**config.mk**
```make
export PLATFORM = sky130hd
export DESIGN_NAME = pfr_parser
export DESIGN_NICKNAME = d
export VERILOG_FILES = /design/src/pfr_pkg.sv /design/src/pfr_parser.sv
export SDC_FILE = /design/constraint.sdc
export NUM_CORES = 1
export LEC_CHECK = 0
export ABC_AREA = 1
export CORE_MARGIN = 10
export CORE_UTILIZATION = 65
export CTS_CLUSTER_SIZE = 10
export DETAILED_ROUTE_END_ITERATION = 16
export DONT_BUFFER_PORTS = 1
export PLACE_DENSITY_LB_ADDON = 0.25
export SYNTH_ARGS = -nofsm -noshare
export SYNTH_HDL_FRONTEND = slang
export SYNTH_SLANG_ARGS = --single-unit
```
**constraint.sdc**
```tcl
create_clock -name clk -period 3.7 [get_ports clk]
set_input_delay 0.74 -clock clk [delete_from_list [all_inputs] [get_ports clk]]
set_output_delay 0.74 -clock clk [all_outputs]
set_load 0.05 [all_outputs]
```
**src/pfr_pkg.sv**
```systemverilog
// ----------------------------------------------------------------------------
// pfr_pkg
// Shared types and constants of the packet frame receiver.
// ----------------------------------------------------------------------------
package pfr_pkg;

  // Configuration register indexes.
  localparam int CFG_IDX_W = 1;
  typedef enum logic [CFG_IDX_W-1:0] {
    REG_START_MARKER = 1'b0,
    REG_OWN_ADDRESS  = 1'b1
  } cfg_reg_e;

  localparam int CFG_DATA_W = 8;

  // Register reset values.
  localparam logic [7:0] START_MARKER_RST = 8'h7E;
  localparam logic [1:0] OWN_ADDRESS_RST  = 2'd0;

  // Live configuration handed to the parser.
  typedef struct packed {
    logic [7:0] start_marker;
    logic [1:0] own_address;
  } pfr_cfg_t;

  // One result beat.
  typedef struct packed {
    logic [7:0] data_byte;
    logic [3:0] byte_index;
    logic [1:0] origin;
    logic [3:0] length;
    logic [3:0] sequence_res;
    logic [3:0] ptype;
    logic       parity_ok;
    logic       last;
  } pfr_result_t;

endpackage

```
**src/pfr_parser.sv**
```systemverilog
// ----------------------------------------------------------------------------
// pfr_parser
// Frame parsing state machine with header latch, payload counter and parity.
// ----------------------------------------------------------------------------
module pfr_parser import pfr_pkg::*; (
  input  logic        clk,
  input  logic        rst,
  input  logic        accept,
  input  logic [7:0]  rx_byte,
  input  logic        frame_start,
  input  pfr_cfg_t    cfg_val,
  output logic        res_valid,
  output pfr_result_t res
);

  typedef enum logic [1:0] {
    PH_IDLE = 2'd0,
    PH_HDR1 = 2'd1,
    PH_HDR2 = 2'd2,
    PH_BODY = 2'd3
  } phase_t;

  phase_t     phase;
  logic [7:0] parity_acc;
  logic [3:0] count;
  logic [1:0] hdr_origin;
  logic [3:0] hdr_length;
  logic [7:0] hdr_seq_type;

  logic       in_body;
  logic       payload_beat;

  assign in_body      = accept && !frame_start && (phase == PH_BODY);
  assign payload_beat = count < hdr_length;

  // Result of the current beat: a payload byte or the closing frame summary.
  always_comb begin
    res_valid        = in_body;
    res.origin       = hdr_origin;
    res.length       = hdr_length;
    res.sequence_res = hdr_seq_type[7:4];
    res.ptype        = hdr_seq_type[3:0];
    if (payload_beat) begin
      res.data_byte  = rx_byte;
      res.byte_index = count;
      res.parity_ok  = 1'b0;
      res.last       = 1'b0;
    end else begin
      res.data_byte  = 8'd0;
      res.byte_index = hdr_length;
      res.parity_ok  = (rx_byte == parity_acc);
      res.last       = 1'b1;
    end
  end

  // Phase, header fields, count and running parity.
  always_ff @(posedge clk) begin
    if (rst) begin
      phase        <= PH_IDLE;
      parity_acc   <= 8'd0;
      count        <= 4'd0;
      hdr_origin   <= 2'd0;
      hdr_length   <= 4'd0;
      hdr_seq_type <= 8'd0;
    end else if (accept) begin
      if (frame_start) begin
        phase <= (rx_byte == cfg_val.start_marker) ? PH_HDR1 : PH_IDLE;
      end else begin
        unique case (phase)
          PH_HDR1: begin
            if (rx_byte[7:6] != cfg_val.own_address) begin
              phase <= PH_IDLE;
            end else begin
              hdr_origin <= rx_byte[5:4];
              hdr_length <= rx_byte[3:0];
              parity_acc <= {4'd0, rx_byte[3:0]};
              phase      <= PH_HDR2;
            end
          end
          PH_HDR2: begin
            hdr_seq_type <= rx_byte;
            parity_acc   <= parity_acc ^ rx_byte;
            count        <= 4'd0;
            phase        <= PH_BODY;
          end
          PH_BODY: begin
            if (payload_beat) begin
              parity_acc <= parity_acc ^ rx_byte;
              count      <= count + 4'd1;
            end else begin
              phase <= PH_IDLE;
            end
          end
          default: phase <= PH_IDLE;
        endcase
      end
    end
  end

  // The payload counter never runs past the latched length.
  a_count_bound: assert property (@(posedge clk) disable iff (rst)
    (phase == PH_BODY) |-> (count <= hdr_length))
    else $error("payload count exceeds frame length");

  // A closing result ends the frame.
  a_last_ends: assert property (@(posedge clk) disable iff (rst)
    (res_valid && res.last) |=> (phase == PH_IDLE))
    else $error("frame still open after closing result");

  // Each payload result advances the counter by one.
  a_count_step: assert property (@(posedge clk) disable iff (rst)
    (res_valid && !res.last) |=> (count == $past(count) + 4'd1))
    else $error("payload counter did not advance");

endmodule

```
==> metrics.csv, run 1 <==
metric,value,unit
Layout area overhead,7.439,%
Post-DRT Antenna Nets,0,
clock skew,6.268,ps
Buf/Inv on CP,3,
footprint of the multi-input gates,0.001062,mm2
CTS tree,yes,
final setup TNS,0,ps
global route overflow,0,
Tightest Hold Check Type,in2reg,
met1 usage in global routing,18.57,%
Crit. End Element,output port,
"Arr. time, crit path",2580,ps
met3 usage in global routing,5.714,%
Sink Count,28,
postcts setup bufs,0,
Remaining DRCs,0,
dpl ws,758.4,ps
grt met2 use,29.74,%
IO Pins,51,
post-CTS resize count,0,
Final min period,3323,ps
Bufs on Longest Clock Path,2,
Skew-Pair Late Insertion Delay,340,ps
CP Cell Sequence,"inv_1, ha_1, a21oi_1, nand2_1, inv_2, nor2_1, nor2_1, buf_4",
HPWL after DPL,3.576,mm
Seq cells post-synth,28,
grt peak-use layer,met2,
Cell Rows,18,
Syn. warnings,0,
Hold Buf Count CTS,0,
Post-synth EDFFs,0,
status,completed,
Gate Count Post-Synth,262,
Port Buffers,0,
RSZ-0062 raised after global routing,false,
Final Cycle Share,89.81,%
Total Routing Usage GR,16.80,%
"Non-Filler Cell Area, Final",0.001916,mm2
Avg Inst Size Synth,6.805,um2
Slew @ Worst Pin,965.7,ps
Crit path largest cell delay,670,ps
largest net degree at the start of global routing,22,
routed wire length,4.604,mm
Core Area,0.002545,mm2
kind of critical path,reg2out,
critical path's most frequent cell,nor2_1,
Top Family by Delay on Critical Path,flip-flops,
nets@finish,302,
sequential area share after synthesis,31.44,%
Async SR Flop Fraction,0,%
Routed wire per std cell,15.30,um
detailed-route via count,1717,
"Core Util, Final",75.27,%
Die Height,72.38,um
setup ws final,377.2,ps
gpl congestion,0.8845,
Worst-path clk slew,160,ps
Worst EP required,2960,ps
1st-iter DRT viols,144,
Chip Width,72.38,um
Fin. Hold Viols,0,
ant diodes,0,
Inserted Clock Buffers,3,
initial antenna violation count,0,
post-synthesis cell type count,27,
final setup fails,0,
Power Dens Cells,333.6,mW/mm2
register area,560.5,um2
crit path max fanout,12,
Syn Std Cell Area,0.001783,mm2
Worst VDD drop,330.2,uV
vias in the first global route,1555,
fillers,213,
Main synth FF type,dfxtp_1,
Worst setup SP type,register,
Starting Density,70.06,%
relative slew slack,35.19,%
leakage,0.8596,nW
drt first pass iters,4,
first-pass GRT wire length,7.258,mm
H-tree lvl count,1,
CTS root buffer,clkbuf_4,
Area after DPL,0.001863,mm2
share of cells above drive strength 1,13.28,%
number of max-cap violations,0,
Die Area,0.005238,mm2
CP max stage cell,dfxtp_1,
max frequency,301.0,MHz
syn nets,292,
pins over their slew limit,0,
Vias/cell,5.704,
## worst reg2reg max path: stages, from the launching register on
cell	delay [ps]
dfxtp_1	670
inv_1	150
ha_1	230
a21oi_1	270
nand2_1	340
nand2_1	720
nand2_1	230
nand2_1	120
a21oi_1	60
## logic make-up after synthesis
family,Yosys count,share of synthesized area (%)
xor+xnor,14,8.352
buf+inv,35,8.982
flops,28,31.44
simple gates,134,31.65
fa+ha+maj,8,5.614
compound gates,43,13.96
## flip-flops by register name (all words and copies together) (netlist names)
register and cells:
hdr_length 4, hdr_origin 2, phase 2, count 4
parity_acc 8, hdr_seq_type 8
## routing by layer
metal / routed length (um) / vias to the layer above
met5: 0 / -
met4: 65 / 0
met3: 424 / 8
met2: 2359 / 58
met1: 1753 / 795
li1: - / 856
## layout by cell type (no fill, tap or decap)
master,n
a21oi_1,27
bufinv_16,1
o21ai_0,3
nor2_2,1
nor2_1,40
dfxtp_1,28
inv_1,23
inv_2,3
or2_2,2
xnor2_2,1
buf_4,14
o21ai_1,6
nand4_1,3
nor3_1,1
nand2_2,1
ha_1,8
nand2_1,60
or2_4,1
xnor2_1,3
a21oi_2,6
xor2_1,9
nand3_1,24
xnor2_4,1
a21oi_4,1
nand2_4,1
clkbuf_4,3
## area by class of cell
| cell class | instances | share of cell area [%] |
|---|---|---|
| Tap cell | 30 | 1.960 |
| Timing Repair Buffer | 14 | 5.487 |
| Inverter | 26 | 5.095 |
| Clock buffer | 3 | 1.176 |
| Clock inverter | 1 | 1.568 |
| Sequential cell | 28 | 29.26 |
| Multi-Input combinational cell | 199 | 55.45 |
## path summary, 6_finish.rpt
check	start	end	slack, ps	depth (start not counted)
hold / removal	rst	count[0]$_SDFFE_PP0P_	440	1
setup reg to reg	hdr_length[2]$_SDFFE_PP0P_	count[3]$_SDFFE_PP0P_	840	8
hold reg to reg	hdr_length[3]$_SDFFE_PP0P_	hdr_length[3]$_SDFFE_PP0P_	510	2
setup / recovery	hdr_length[2]$_SDFFE_PP0P_	res[16]	380	8
## where the power goes
group	switching (mW)	internal, mW	total (mW)
Clock	0.0938	0.110	0.203
Combinational	0.0750	0.0395	0.114
Sequential	0.0121	0.309	0.321
Total	0.181	0.458	0.639
## synth_stat cells (3+ instances only)
library cell   n  area share, %
nand4_1        3            1.1
inv_1         23            4.8
o21ai_1        3           0.84
nand2_1       60             13
clkbuf_1       4           0.84
xor2_1         9            4.4
ha_1           8            5.6
xnor2_1        3            1.5
o21ai_0        6            1.7
dfxtp_1       28             31
nand3_1       24            6.7
nor2_1        40            8.4
inv_2          3           0.63
a21oi_2        6            2.9
a21oi_1       27            7.6
## stage by stage
stage	std cells	total power, mW	hold WS (ps)
global placement	297	0.4385	487.2
finish	301	0.6391	444.4
CTS	301	0.6427	439.1
global route	301	0.6641	430.4
floorplan	262	0.4234	471.0
detailed placement	297	0.4413	492.3
No activity file was read; power rests on OpenSTA's default activity.
==> run 2, diff against run 1 <==
CORE_UTILIZATION = 63   (was 65)
clock period = 3.3 ns   (was 3.7 ns; I/O delays follow)
==> run 2 against run 1 <==
  * Sequential power up 12%
  * Clock power up 12%
  * Total power up 12%
  * Hold slack worse by 72 ps
  * Routed wire length up 1.4%
  * Via count down 0.87%
  * Register-to-register slack about the same
  * Sequential cell count unchanged
  * Non-clock buffer count up 5
  * Critical path depth up 1
  * Global-route usage up 0.39 points
  * Critical path type unchanged
  * Largest cell class unchanged
  * Largest power group unchanged
  * Highest routed layer unchanged
==> metrics.csv, run 2 (synthesis results as in run 1) <==
metric,value,unit
CTS tree,yes,
crit path max fanout,12,
Port Buffers,0,
CP Cell Sequence,"inv_1, ha_1, a21oi_1, nand2_1, buf_4, inv_2, nand2_1, o21ai_1, buf_12",
initial antenna violation count,0,
kind of critical path,reg2out,
CP max stage cell,dfxtp_1,
critical path's most frequent cell,nand2_1,
Top Family by Delay on Critical Path,buffers and inverters,
drt first pass iters,4,
Crit path largest cell delay,360,ps
"Core Util, Final",72.40,%
CP Depth,9,
reg2reg end,count[3]$_SDFFE_PP0P_,
first-pass GRT wire length,7.569,mm
Routed wire per std cell,15.21,um
final hold slack,372.0,ps
"Arr. time, crit path",2230,ps
Worst EP required,2640,ps
IO Pins,51,
gpl congestion,0.8901,
1st-iter DRT viols,117,
leakage,0.8922,nW
post-CTS resize count,0,
Chip Width,73.20,um
nets@finish,307,
Buf/Inv on CP,4,
Worst Setup SP,hdr_length[3]$_SDFFE_PP0P_,
Die Height,73.20,um
Die Area,0.005358,mm2
Inserted Clock Buffers,3,
Starting Density,65.22,%
Final Cycle Share,87.45,%
share of cells above drive strength 1,14.86,%
Bufs on Longest Clock Path,2,
routed wire length,4.670,mm
Worst setup SP type,register,
fillers,233,
H-tree lvl count,1,
global route overflow,0,
vias in the first global route,1634,
CTS root buffer,clkbuf_4,
relative slew slack,47.41,%
max frequency,346.5,MHz
Layout area overhead,11.02,%
number of max-cap violations,0,
Skew-Pair Late Insertion Delay,330,ps
R2R Setup Slk,830,ps
Slew @ Worst Pin,786.9,ps
ant diodes,0,
HPWL after DPL,3.581,mm
pins over their slew limit,0,
"commonest non-fill, non-tap cell in the layout",nand2_1,
Remaining DRCs,0,
CP endpoint,res[18],
Hold Buf Count CTS,0,
Post-DRT Antenna Nets,0,
Total Routing Usage GR,17.19,%
final setup TNS,0,ps
Core Area,0.002734,mm2
Worst-path clk slew,160,ps
hold path depth,1,
RSZ-0062 raised after global routing,false,
clock skew,3.840,ps
largest net degree at the start of global routing,22,
Worst R2R Start,hdr_length[3]$_SDFFE_PP0P_,
Power Dens Cells,362.6,mW/mm2
Worst Reg-to-Reg Cells,9,
Top Registers,"hdr_seq_type (8), parity_acc (8)",
Vias/cell,5.544,
final setup fails,0,
Sink Count,28,
Tightest Hold Check Type,in2reg,
status,completed,
postcts setup bufs,0,
Crit. End Element,output port,
Fin. Hold Viols,0,
detailed-route via count,1702,
Cell Rows,19,
Final min period,2886,ps
most frequent cells in the layout,"60 x nand2_1, 40 x nor2_1, 28 x dfxtp_1",
Worst VDD drop,297.6,uV
## run 2: final cells by class
class | count | area (um2) | area share, %
clock buffer | 3 | 22.52 | 1.138
multi-input combinational | 199 | 1062 | 53.67
sequential | 28 | 560.5 | 28.32
inverter | 26 | 97.59 | 4.930
tap | 31 | 38.79 | 1.960
timing repair buffer | 19 | 167.7 | 8.470
clock inverter | 1 | 30.03 | 1.517
## run 2: through the flow
stage,total power [mW],instance area (um2),std cells,setup WS (ps)
6_report,0.7178,1979,307,414.3
5_1_grt,0.7442,1979,307,236.2
4_1_cts,0.7183,1979,307,425.1
3_5_place_dp,0.4957,1927,303,801.6
3_3_place_gp,0.4933,1927,303,902.3
2_1_floorplan,0.4747,1783,262,-184.9
## run 2: how the worst min path moves through the flow
stage / slack (ps) / from / endpoint
finish: 370 / rst / count[0]$_SDFFE_PP0P_
global route: 360 / rst / hdr_seq_type[1]$_SDFFE_PP0P_
CTS: 370 / rst / count[0]$_SDFFE_PP0P_
detailed placement: 500 / parity_acc[5]$_SDFFE_PP0P_ / parity_acc[5]$_SDFFE_PP0P_
global placement: 490 / parity_acc[4]$_SDFFE_PP0P_ / parity_acc[4]$_SDFFE_PP0P_
floorplan: 470 / parity_acc[2]$_SDFFE_PP0P_ / parity_acc[2]$_SDFFE_PP0P_
## run 2: layer usage
metal | GRT usage [%] | vias up | share of wire, %
li1 | - | 861 | -
met2 | 29.80 | 62 | 49
met3 | 4.762 | 13 | 8.5
met5 | 0 | - | 0
met1 | 19.51 | 766 | 41
met4 | 5.907 | 0 | 2.2
## run 2: report_power, final
group	total [mW]	switching [mW]	internal [mW]
Combinational	0.132	0.0862	0.0457
Sequential	0.359	0.0121	0.347
Clock	0.227	0.104	0.123
Total	0.718	0.203	0.515
