===== src/pfr_pkg.sv =====
// ----------------------------------------------------------------------------
// pfr_pkg
// Shared types and constants of the packet frame receiver.
// ----------------------------------------------------------------------------
package pfr_pkg;

  // Configuration register indexes.
  localparam int CFG_IDX_W = 1;
  typedef enum logic [CFG_IDX_W-1:0] {
    REG_START_MARKER = 1'b0,
    REG_OWN_ADDRESS  = 1'b1
  } cfg_reg_e;

  localparam int CFG_DATA_W = 8;

  // Register reset values.
  localparam logic [7:0] START_MARKER_RST = 8'h7E;
  localparam logic [1:0] OWN_ADDRESS_RST  = 2'd0;

  // Live configuration handed to the parser.
  typedef struct packed {
    logic [7:0] start_marker;
    logic [1:0] own_address;
  } pfr_cfg_t;

  // One result beat.
  typedef struct packed {
    logic [7:0] data_byte;
    logic [3:0] byte_index;
    logic [1:0] origin;
    logic [3:0] length;
    logic [3:0] sequence_res;
    logic [3:0] ptype;
    logic       parity_ok;
    logic       last;
  } pfr_result_t;

endpackage


===== src/pfr_if.sv =====


interface pfr_out_if;
  logic       valid;
  logic       ready;
  logic [7:0] data_byte;
  logic [3:0] byte_index;
  logic [1:0] origin;
  logic [3:0] length;
  logic [3:0] sequence_res;
  logic [3:0] ptype;
  logic       parity_ok;
  logic       last;

  modport source (output valid, output data_byte, output byte_index, output origin,
                  output length, output sequence_res, output ptype, output parity_ok,
                  output last, input ready);
  modport sink (input valid, input data_byte, input byte_index, input origin,
                input length, input sequence_res, input ptype, input parity_ok,
                input last, output ready);
endinterface



===== src/pfr_out_reg.sv =====
// ----------------------------------------------------------------------------
// pfr_out_reg
// Result register between the parser and the result channel.
// ----------------------------------------------------------------------------
module pfr_out_reg import pfr_pkg::*; (
  input  logic        clk,
  input  logic        rst,
  input  logic        load,
  input  pfr_result_t res,
  output logic        space,
  pfr_out_if.source   res_out
);

  logic        valid;
  pfr_result_t data;

  // The register can take a new beat when empty or emptied this cycle.
  assign space = !valid || res_out.ready;

  always_ff @(posedge clk) begin
    if (rst) begin
      valid <= 1'b0;
    end else if (space) begin
      valid <= load;
    end
  end

  always_ff @(posedge clk) begin
    if (space && load) begin
      data <= res;
    end
  end

  assign res_out.valid        = valid;
  assign res_out.data_byte    = data.data_byte;
  assign res_out.byte_index   = data.byte_index;
  assign res_out.origin       = data.origin;
  assign res_out.length       = data.length;
  assign res_out.sequence_res = data.sequence_res;
  assign res_out.ptype        = data.ptype;
  assign res_out.parity_ok    = data.parity_ok;
  assign res_out.last         = data.last;

endmodule


===== src/flat_wrapper.sv =====
// flat-port wrapper written by rule: the top's interface ports become plain ports
module pfr_out_reg_flat import pfr_pkg::*;
  (clk, rst, load, res, space, res_out_valid, res_out_data_byte, res_out_byte_index, res_out_origin, res_out_length, res_out_sequence_res, res_out_ptype, res_out_parity_ok, res_out_last, res_out_ready);
  pfr_out_if res_out_i ();
  input  logic clk;
  input  logic rst;
  input  logic load;
  input  pfr_result_t res;
  output logic space;
  output wire logic [$bits(res_out_i.valid)-1:0] res_out_valid;
  output wire logic [$bits(res_out_i.data_byte)-1:0] res_out_data_byte;
  output wire logic [$bits(res_out_i.byte_index)-1:0] res_out_byte_index;
  output wire logic [$bits(res_out_i.origin)-1:0] res_out_origin;
  output wire logic [$bits(res_out_i.length)-1:0] res_out_length;
  output wire logic [$bits(res_out_i.sequence_res)-1:0] res_out_sequence_res;
  output wire logic [$bits(res_out_i.ptype)-1:0] res_out_ptype;
  output wire logic [$bits(res_out_i.parity_ok)-1:0] res_out_parity_ok;
  output wire logic [$bits(res_out_i.last)-1:0] res_out_last;
  input wire logic [$bits(res_out_i.ready)-1:0] res_out_ready;
  assign res_out_valid = res_out_i.valid;
  assign res_out_data_byte = res_out_i.data_byte;
  assign res_out_byte_index = res_out_i.byte_index;
  assign res_out_origin = res_out_i.origin;
  assign res_out_length = res_out_i.length;
  assign res_out_sequence_res = res_out_i.sequence_res;
  assign res_out_ptype = res_out_i.ptype;
  assign res_out_parity_ok = res_out_i.parity_ok;
  assign res_out_last = res_out_i.last;
  assign res_out_i.ready = res_out_ready;
  pfr_out_reg u_core (.clk(clk), .rst(rst), .load(load), .res(res), .space(space), .res_out(res_out_i));
endmodule

===== config.mk =====
export PLATFORM = sky130hd
export DESIGN_NAME = pfr_out_reg_flat
export DESIGN_NICKNAME = d
export VERILOG_FILES = /design/src/pfr_pkg.sv /design/src/pfr_if.sv /design/src/pfr_out_reg.sv /design/src/flat_wrapper.sv
export SDC_FILE = /design/constraint.sdc
export NUM_CORES = 1
export LEC_CHECK = 0
export ABC_AREA = 1
export BUFFER_PORTS_ARGS = -buffer_cell sky130_fd_sc_hd__buf_2
export CORE_ASPECT_RATIO = 1.4
export CORE_MARGIN = 4
export CORE_UTILIZATION = 35
export CTS_CLUSTER_DIAMETER = 200
export CTS_CLUSTER_SIZE = 20
export DETAILED_ROUTE_END_ITERATION = 16
export PLACE_DENSITY = 0.81
export SYNTH_ARGS = -nofsm -noshare
export SYNTH_HDL_FRONTEND = slang
export SYNTH_SLANG_ARGS = --single-unit

===== constraint.sdc =====
create_clock -name clk -period 2.5 [get_ports clk]
set_clock_uncertainty 0.15 [all_clocks]
set_input_delay 0.25 -clock clk [delete_from_list [all_inputs] [get_ports clk]]
set_output_delay 0.25 -clock clk [all_outputs]
set_load 0.01 [all_outputs]

==> impl_metrics.json, run 1 <==
{
  "finalSetupTns_ns": 0,
  "cp-end-kind": "output port",
  "max_freq_ghz": 0.757,
  "ioPinCount": 62,
  "globalRouteTotalUtil_pct": 13.6,
  "setup_viol": 0,
  "swShare_pct": 20.8,
  "initialDrtViolationCount": 16,
  "clk-insertion-delay-late_ns": 0.31,
  "areaGrowthSynthToFinish_pct": 79.4,
  "num_vias": 674,
  "stdcell_count": 168,
  "pre_cts_ws_ns": 1.24,
  "clock_path_buffers": 2,
  "drt-vias-per-instance": 4.01,
  "worst_pin_slew_ns": 0.234,
  "synth_fp_nets": 66,
  "cts_hold_buffers": 29,
  "max_slew_margin_pct": 84.4,
  "routed_wl_um": 2090,
  "critPathKind": "reg2out",
  "start_util_pct": 36.7,
  "drc": 0,
  "worstPathArrival_ns": 0.92,
  "clock-sinks": 29,
  "h-tree-depth": 2,
  "syn_inst": 34,
  "fin_ws_ns": 1.18,
  "min_path_type": "in2reg",
  "grt_max_degree": 20,
  "overflow": 0,
  "netlist_area_sq_um": 888,
  "die_h_um": 67.6,
  "ys_types": 7,
  "switchingPower_w": 0.000195,
  "comb_power_share_pct": 12.6,
  "ant_nets": 0,
  "n_antenna_cell": 0,
  "peakVddDrop_v": 0.000368,
  "finalCritPeriodShare_pct": 52.8,
  "ys_ff_latch": 29,
  "dieArea_sq_um": 3420,
  "postSynthAreaPerCell_sq_um": 26.1,
  "cap_violations": 0,
  "root_buffer": "clkbuf_4",
  "antenna_found_initial": 0,
  "drt_pre_antenna_iters": 3,
  "die_x_um": 50.6,
  "fin_crit_ns": 1.32,
  "placed_area_sq_um": 1250,
  "leakage_nw": 0.691,
  "nets": 165,
  "cts_made_buffers": 5,
  "maxSlewViolCount": 0,
  "synth_warnings": 0,
  "wl_per_cell_um": 12.5,
  "seqPwrFrac_pct": 60.8,
  "start_kind": "register",
  "finalHoldViolCount": 0,
  "yosysSeqAreaShare_pct": 96.9,
  "cts_tree": "done",
  "core-area_sq_um": 2420,
  "io_buffers": 61,
  "place.gp.congestion": 0.697,
  "dp_cells": 131,
  "pwr_density_cell_nw_per_um2": 590,
  "grt_pass1_wl_um": 3110,
  "rsz0062_at_grt": "no",
  "grt_pass1_vias": 700,
  "cts_setup_buffers": 0,
  "p_clk_share_pct": 26.6,
  "drive_gt1_share_pct": 53.7,
  "ctsResizeCount": 0,
  "outcome": "finished clean",
  "intPower_w": 0.000746,
  "final_area_sq_um": 1590,
  "crit_fanout": 3,
  "cp.required_ns": 2.10,
  "clk_pin_slew_ns": 0.08,
  "rows": 21
}
==> per-stage QoR <==
| stage | hold slack (ns) | util (%) | power [W] |
|---|---|---|---|
| finish | 0.0478 | 65.9 | 0.000941 |
| global route | 0.0513 | 65.9 | 0.000989 |
| CTS | 0.0406 | 65.9 | 0.000951 |
| detailed placement | 0.270 | 51.9 | 0.000668 |
| global placement | 0.259 | 51.9 | 0.000664 |
| floorplan | 0.162 | - | 0.000613 |
==> cell families (layout without fill, tap and decap cells) <==
group	count (synthesis)	count (layout)	share of synthesized area, %
flops	29	29	96.9
compound gates	2	2	1.55
buf+inv	2	102	0.844
simple gates	1	1	0.705
==> synth_stat cells <==
master / count / area, sq um
dfxtp_1: 1 / 20.0
a21oi_1: 1 / 5.00
edfxtp_1: 28 / 841
a21oi_2: 1 / 8.76
inv_2: 1 / 3.75
inv_1: 1 / 3.75
nand2_2: 1 / 6.26
==> critical path: stages, from the launching register on <==
cell,delay (ns)
dfxtp_1,0.39
nand2_2,0.08
buf_2,0.14
==> sequential cells by signal, summed over array words and instances (netlist names) <==
register,count
u_core.res_out.byte_index,4
u_core.res_out.data_byte,8
u_core.res_out.last,1
u_core.res_out.length,4
u_core.res_out.origin,2
u_core.res_out.parity_ok,1
u_core.res_out.ptype,4
u_core.res_out.sequence_res,4
u_core.res_out.valid,1
==> cell type report <==
class | instances | area [sq um]
Fill cell | 193 | 823
Sequential cell | 29 | 861
Tap cell | 34 | 42.5
Clock buffer | 8 | 48.8
Multi-Input combinational cell | 3 | 23.8
Timing Repair Buffer | 92 | 611
Inverter | 2 | 7.51
==> path summary, 6_finish.rpt <==
kind                             start                       to  slack, ns  depth (start not counted)
hold reg to reg   u_core.res_out.valid     u_core.res_out.valid       0.36                          2
setup / recovery  u_core.res_out.valid                    space       1.18                          2
hold / removal           res_out_ready     u_core.res_out.valid       0.05                          4
setup reg to reg  u_core.res_out.valid  u_core.res_out.ptype[0]       1.27                          2
==> power groups by stage <==
stage	combinational (W)	sequential, W	clock (W)
after floorplan	0.0000115	0.000601	0
after global routing	0.000129	0.000575	0.000285
after detailed placement	0.0000845	0.000584	0
after CTS	0.000119	0.000573	0.000259
after global placement	0.0000818	0.000582	0
final	0.000119	0.000572	0.000250
==> layout by cell type (no fill, tap or decap) <==
master and n:
a21oi_2 2, buf_2 61, buf_4 2, clkbuf_1 3, clkbuf_4 5, dfxtp_1 1
dlygate4sd3_1 29, edfxtp_1 28, inv_1 1, inv_2 1, nand2_2 1
==> layer usage <==
layer / wire, um / share of wire, % / vias to the layer above / global-route usage [%]
li1: - / - / 328 / -
met1: 693 / 33 / 296 / 11.7
met2: 1180 / 56 / 44 / 25.0
met3: 162 / 7.7 / 6 / 6.62
met4: 61 / 2.9 / 0 / 8.08
met5: 0 / 0 / - / 0
No activity file was read; power rests on OpenSTA's default activity.
==> run 2: changes to the inputs <==
==> constraint.sdc (replaced) <==
create_clock -name clk -period 1.1 [get_ports clk]
set_clock_uncertainty 0.15 [all_clocks]
set_input_delay 0.11 -clock clk [delete_from_list [all_inputs] [get_ports clk]]
set_output_delay 0.11 -clock clk [all_outputs]
set_load 0.01 [all_outputs]
==> impl_metrics.json, run 2 (synthesis results as in run 1) <==
{
  "root_buffer": "clkbuf_4",
  "start_util_pct": 36.7,
  "nets": 167,
  "r2r_slack_ns": -0.03,
  "cp.required_ns": 0.84,
  "layout_common_cells": "60 x buf_2, 30 x dlygate4sd3_1, 28 x edfxtp_1",
  "finalHoldViolCount": 0,
  "place.gp.congestion": 0.693,
  "max_slew_margin_pct": 90.3,
  "critPathSlowestCell": "dfxtp_2",
  "clock_path_buffers": 2,
  "fin_ws_ns": -0.0991,
  "cts_made_buffers": 5,
  "met3_length_um": 165,
  "crit_fanout": 2,
  "finalCritPeriodShare_pct": 109,
  "drc": 0,
  "clk-insertion-delay-late_ns": 0.31,
  "num_vias": 696,
  "rsz0062_at_grt": "yes",
  "grt_max_degree": 29,
  "routed_wl_um": 2170,
  "grt_pass1_wl_um": 3300,
  "largest_reg_flops": 8,
  "grt_pass1_vias": 772,
  "initialDrtViolationCount": 1,
  "outcome": "finished, violations left",
  "r2r_cells": 2,
  "worstPathArrival_ns": 0.94,
  "critPathKind": "reg2out",
  "globalRouteTotalUtil_pct": 14.2,
  "clk_pin_slew_ns": 0.07,
  "final_common_cell": "buf_2",
  "core-area_sq_um": 2420,
  "pwr_density_cell_nw_per_um2": 1310,
  "peakVddDrop_v": 0.000842,
  "wl_met2_um": 1300,
  "setup_viol": 35,
  "r2r_end": "u_core.res_out.ptype[0]",
  "cpMostUsedCell": "buf_6",
  "die_x_um": 50.6,
  "start_kind": "register",
  "min_to": "u_core.res_out.valid",
  "areaGrowthSynthToFinish_pct": 85.8,
  "drt_pre_antenna_iters": 2,
  "power_w": 0.00217,
  "cts_tree": "done",
  "antenna_found_initial": 0,
  "leakage_nw": 0.722,
  "drive_gt1_share_pct": 55.9,
  "max_freq_ghz": 0.834,
  "detailed_place_hpwl_um": 1380,
  "hold_depth": 5,
  "r2r-start": "u_core.res_out.valid",
  "fin_crit_ns": 1.20,
  "cap_violations": 0,
  "final_area_sq_um": 1650,
  "n_antenna_cell": 0,
  "h-tree-depth": 2,
  "overflow": 0,
  "cp-end-kind": "output port",
  "drt-vias-per-instance": 4.09,
  "clock-sinks": 29,
  "rows": 21,
  "dr.max_layer_used": "met4",
  "wl_per_cell_um": 12.8,
  "violations": "negative setup slack",
  "dieArea_sq_um": 3420,
  "ioPinCount": 62,
  "stdcell_count": 170,
  "ant_nets": 0,
  "min_path_type": "in2reg",
  "cpPeakStageDelay_ns": 0.37,
  "crit_chain": "buf_6 -> nand2_4 -> buf_6",
  "die_h_um": 67.6,
  "hp-start": "res_out_ready",
  "met1_length_um": 629,
  "dp_cells": 131,
  "holdWs_ns": 0.0134,
  "placed_area_sq_um": 1280,
  "maxSlewViolCount": 0,
  "io_buffers": 61,
  "worst_pin_slew_ns": 0.146
}
-- run 2: cell types whose count changed in the layout (fill, tap and decap cells not counted), sizes merged --
| cell | before | now |
|---|---|---|
| clkinv | 0 | 2 |
| clkbuf | 8 | 6 |
| dlygate4sd3 | 29 | 30 |
| buf | 63 | 64 |
-- run 2: critical path, delay by kind of cell, from the launching register on --
kind	cells	cell delay, ns
and+or+nand+nor	1	0.04
DFF	1	0.37
buffers and inverters	2	0.22
-- run 2: stage by stage --
stage / setup slack [ns] / TNS, ns / utilization (%)
after floorplan: -0.310 / -8.68 / -
after global placement: 0.00180 / 0 / 52.8
after detailed placement: -0.0264 / -0.719 / 52.8
after CTS: -0.124 / -1.48 / 68.3
after global routing: -0.146 / -2.85 / 68.3
final: -0.0991 / -0.893 / 68.3
-- run 2: cell type report --
| cell class | count | area [sq um] |
|---|---|---|
| inverter | 2 | 7.51 |
| tap | 34 | 42.5 |
| clock buffer | 6 | 41.3 |
| fill | 186 | 767 |
| clock inverter | 2 | 10.0 |
| sequential | 29 | 862 |
| multi-input combinational | 3 | 36.3 |
| timing repair buffer | 94 | 651 |
-- run 2: timing repair --
action / in CTS / in global routing
endpoints found under the hold margin: 29 / 0
hold buffers: 30 / 0
gates resized for setup: 3 / 0
buffers inserted: 1 / 0
endpoints found under the setup margin: 49 / 58
pin swaps: 1 / 0
-- run 2: power by group --
group          leakage [nW]  total, W  switching [W]  internal, W
clock                0.0320  0.000574       0.000332     0.000243
sequential            0.279   0.00130      0.0000161      0.00129
combinational         0.410  0.000292       0.000121     0.000171
-- run 2: routing by layer --
layer	GRT usage (%)	up-vias
met5	0	-
met4	10.1	0
met3	4.86	8
met2	28.6	38
met1	10.5	315
li1	-	335
-- run 2: worst max-delay path by stage --
stage,from,end,slack [ns],depth (start not counted)
floorplan,u_core.res_out.valid,u_core.res_out.byte_index[0],-0.31,1
global placement,u_core.res_out.valid,u_core.res_out.data_byte[0],0.002,2
detailed placement,u_core.res_out.valid,u_core.res_out.sequence_res[3],-0.03,2
CTS,u_core.res_out.valid,space,-0.12,3
global route,u_core.res_out.valid,space,-0.15,3
finish,u_core.res_out.valid,space,-0.1,3
